[src/rtl/core/lcbts_pkg.sv]
// Package with sizes, codes and types of the cache bank tag store.
package lcbts_pkg;

    localparam int NUM_LINES  = 256;
    localparam int IDX_W      = $clog2(NUM_LINES);
    localparam int ADDR_BITS  = 48;
    localparam int STAMP_BITS = 31;
    localparam int CNT_W      = 2;

    localparam logic [IDX_W-1:0] LAST_IDX   = IDX_W'(NUM_LINES - 1);
    localparam logic [CNT_W-1:0] COUNT_MAX  = 2'd3;
    localparam logic [CNT_W-1:0] COUNT_INIT = 2'd1;
    localparam logic [CNT_W-1:0] COUNT_ZERO = 2'd0;

    // Command codes
    localparam logic [1:0] CMD_LOOKUP = 2'd0;
    localparam logic [1:0] CMD_INSERT = 2'd1;
    localparam logic [1:0] CMD_REMOVE = 2'd2;
    localparam logic [1:0] CMD_MOVE   = 2'd3;

    // Direction codes
    localparam logic [1:0] DIR_NORTH = 2'd0;
    localparam logic [1:0] DIR_SOUTH = 2'd1;
    localparam logic [1:0] DIR_EAST  = 2'd2;
    localparam logic [1:0] DIR_WEST  = 2'd3;

    typedef struct packed {
        logic [ADDR_BITS-1:0]  addr;
        logic [STAMP_BITS-1:0] stamp;
        logic [CNT_W-1:0]      vert;
        logic [CNT_W-1:0]      horz;
    } t_entry;

    typedef struct packed {
        logic [ADDR_BITS-1:0]  addr;
        logic [STAMP_BITS-1:0] stamp;
    } t_cand;

    typedef struct packed {
        logic                  valid;
        logic [ADDR_BITS-1:0]  addr;
        logic [STAMP_BITS-1:0] stamp;
    } t_best;

    typedef struct packed {
        logic match;
        logic better;
    } t_cmp;

    typedef struct packed {
        logic                  hit;
        logic [CNT_W-1:0]      vertical_count;
        logic [CNT_W-1:0]      horizontal_count;
        logic                  oldest_valid;
        logic [ADDR_BITS-1:0]  oldest_address;
        logic [STAMP_BITS-1:0] oldest_stamp;
        logic                  evicted;
        logic [ADDR_BITS-1:0]  evicted_address;
    } t_rsp;

endpackage

[src/rtl/core/lcbts_cmp.sv]
// Shared compare unit: address match and oldest-line ordering.
module lcbts_cmp (
    input  logic [lcbts_pkg::ADDR_BITS-1:0] i_key_addr,
    input  lcbts_pkg::t_cand                i_cand,
    input  lcbts_pkg::t_best                i_best,
    output lcbts_pkg::t_cmp                 o_res
);

    logic stamp_lt;
    logic stamp_eq;
    logic addr_lt;

    // Order by stamp, then by address
    assign stamp_lt = i_cand.stamp < i_best.stamp;
    assign stamp_eq = i_cand.stamp == i_best.stamp;
    assign addr_lt  = i_cand.addr < i_best.addr;

    assign o_res = '{match:  i_cand.addr == i_key_addr,
                     better: !i_best.valid || stamp_lt || (stamp_eq && addr_lt)};

endmodule

[config.mk]
export PLATFORM = sky130hd
export DESIGN_NAME = lcbts_cmp
export DESIGN_NICKNAME = d
export VERILOG_FILES = /design/src/rtl/core/lcbts_pkg.sv /design/src/rtl/core/lcbts_cmp.sv
export SDC_FILE = /design/constraint.sdc
export NUM_CORES = 1
export LEC_CHECK = 0
export BUFFER_PORTS_ARGS = -buffer_cell sky130_fd_sc_hd__buf_2
export CAP_MARGIN = 20
export CORE_AREA = 2 2 81 83
export DETAILED_ROUTE_END_ITERATION = 10
export DIE_AREA = 0 0 83 85
export PLACE_DENSITY_LB_ADDON = 0.3
export SETUP_SLACK_MARGIN = 0.02
export SYNTH_ARGS = -nofsm -noshare
export SYNTH_HDL_FRONTEND = slang
export SYNTH_SLANG_ARGS = --single-unit
[constraint.sdc]
create_clock -name vclk -period 1.7
set_clock_uncertainty 0.05 [all_clocks]
set_input_delay 0 -clock vclk [all_inputs]
set_output_delay 0 -clock vclk [all_outputs]
set_load 0.02 [all_outputs]
==> impl_metrics.tcl <==
set metrics [dict create \
    status "complete, but fails checks" \
    violations "setup timing" \
    syn-cell-area_um2 2480 \
    crit_slowest_cell "a211oi_2" \
    powerDensity_nw_per_um2 220 \
    gp_congestion 0.863 \
    fp.coreArea_um2 6200 \
    dp_hpwl_um 7680 \
    worstPathMaxFanout 2 \
    fin_util_pct 63.9 \
    die_area_um2 7060 \
    initial_core_util_pct 40.0 \
    fin_hold_ws_ns 0.234 \
    portBuffers 209 \
    rsz0062_at_grt "true" \
    pin_count 209 \
    seq_cells 0 \
    overflow 0 \
    drv_slew 0 \
    grt_pass1_wl_um 13200 \
    path_buf_inv 4 \
    final_cells 648 \
    via_per_inst 4.86 \
    fin_ws_ns -0.0403 \
    end_kind "primary output" \
    area_delta_synth_final_pct 59.5 \
    route.detailed.drc 0 \
    antenna_found_initial 0 \
    tightest_slew_ns 0.566 \
    cp.arrival_ns 1.69 \
    synth-seq-area-share_pct 0 \
    die_y_um 85 \
    yosysWarnings 0 \
    synth_top_area_share_pct 39.3 \
    crit_required_ns 1.65 \
    max_slew_margin_pct 62.0 \
    setup_viol 1 \
    synth_most_common_cell "inv_1" \
    yosys.area.top_type "ha_1" \
    ir_drop_uv 124 \
    drive_above_1_share_pct 45.2 \
    placed_cell_area_um2 3780 \
    num_vias 3150 \
    grtUsageTotal_pct 22.3 \
    drt_iter0_drc 39 \
    synth_area_leaders "ha_1 39%, xor2_1 17%, inv_1 12%" \
    finish.net_count 858 \
    fmax_ghz 0.575 \
    cap_violations 0 \
    synth_common_cells "79 x inv_1, 78 x ha_1, 48 x xor2_1, 27 x a21oi_1, 16 x nand2_1" \
    grt_max_degree 4 \
    fin_tns_setup_ns -0.0403 \
    antennaDiodeCount 0 \
    hold_viol_final 0 \
    final_area_um2 3960 \
    hold_path.class "in -> out" \
    row_count 29 \
    place_ws_ns -0.202 \
    seq_area_um2 0 \
    antenna_left 0 \
    routed_wl_um 8540 \
    clock_buffers 0 \
    dp_cells 645 \
    critical_path.startpoint_type "input pin" \
    grt_pass1_vias 3102 \
    finalCritPeriodShare_pct 102 \
    netlist_instances 338 \
    synth_cell_types 31 \
    first_pass_iters 4 \
    die_x_um 83 \
    static-leakage-power_nw 2.41 \
    worstSetupPathType "in -> out" \
    crit_chain "buf_2 > inv_2 > ha_4 > nand4_1 > buf_4 > a211oi_2 > o2111ai_2 > a211o_1 > o211ai_2 > buf_6" \
    cp_top_family "compound AO/OA/AOI/OAI gates" \
    fin_total_pwr_mw 0.870 \
    synth.avg_cell_area_um2 7.35 \
    cp_slowest_stage_delay_ns 0.28 \
    finalCriticalPeriod_ns 1.74 \
    syn-num-nets 623 \
    post_drt_wl_per_cell_um 13.2 \
]
==> path summary, 6_finish.rpt <==
check | startpoint | endpoint | slack [ns] | depth (start not counted)
setup / recovery | i_best[5] | o_res[0] | -0.04 | 10
hold / removal | i_best[79] | o_res[0] | 0.23 | 3
==> timing repair <==
item / CTS / global route
hold buffers: 0 / 0
buffers inserted: 0 / 3
pin swaps: 6 / 10
resized for setup: 13 / 12
endpoints found under the setup margin: 1 / 1
gates cloned: 0 / 0
==> power breakdown <==
part | internal [mW] | switching [mW] | leakage, nW
clock | 0 | 0 | 0
sequential | 0 | 0 | 0
combinational | 0.463 | 0.407 | 2.41
==> cell type report <==
| class | instances | area, um2 |
|---|---|---|
| multi-input combinational | 259 | 2330 |
| fill | 573 | 2240 |
| timing repair buffer | 233 | 1240 |
| inverter | 79 | 297 |
| tap | 77 | 96.3 |
==> placed cells by master, fill, tap and decap left out, types with 2 or more instances in the layout <==
cell type  instances
buf_2            207
inv_1             72
ha_1              69
xor2_1            48
a21oi_1           27
buf_4             24
nand2_1           16
nand4_1           15
nor4_1            14
ha_4               9
a21o_1             8
inv_2              7
o21ai_0            6
nand3_1            5
nor2_1             5
a211oi_1           4
nor3_1             4
o21a_1             3
nand2b_1           3
o211ai_1           2
o2111ai_2          2
a221oi_1           2
a211o_1            2
o21ai_1            2
a211oi_2           2
buf_6              2
==> cell families after synthesis <==
| kind of cell | share of synthesized area (%) |
|---|---|
| adder cells (fa/ha/maj) | 39.3 |
| XOR/XNOR | 16.9 |
| buffers and inverters | 11.9 |
| AO/OA/AOI/OAI | 17.3 |
| AND/OR/NAND/NOR | 14.6 |
==> layer usage <==
layer  vias up  routed length (um)  track usage [%]
met5         -                   0                0
met4         0                 110             2.98
met3         8                 561             2.24
met2       122                4470             44.7
met1      1367                3400             25.9
li1       1653                   -                -
No activity file was read; power rests on OpenSTA's default activity.
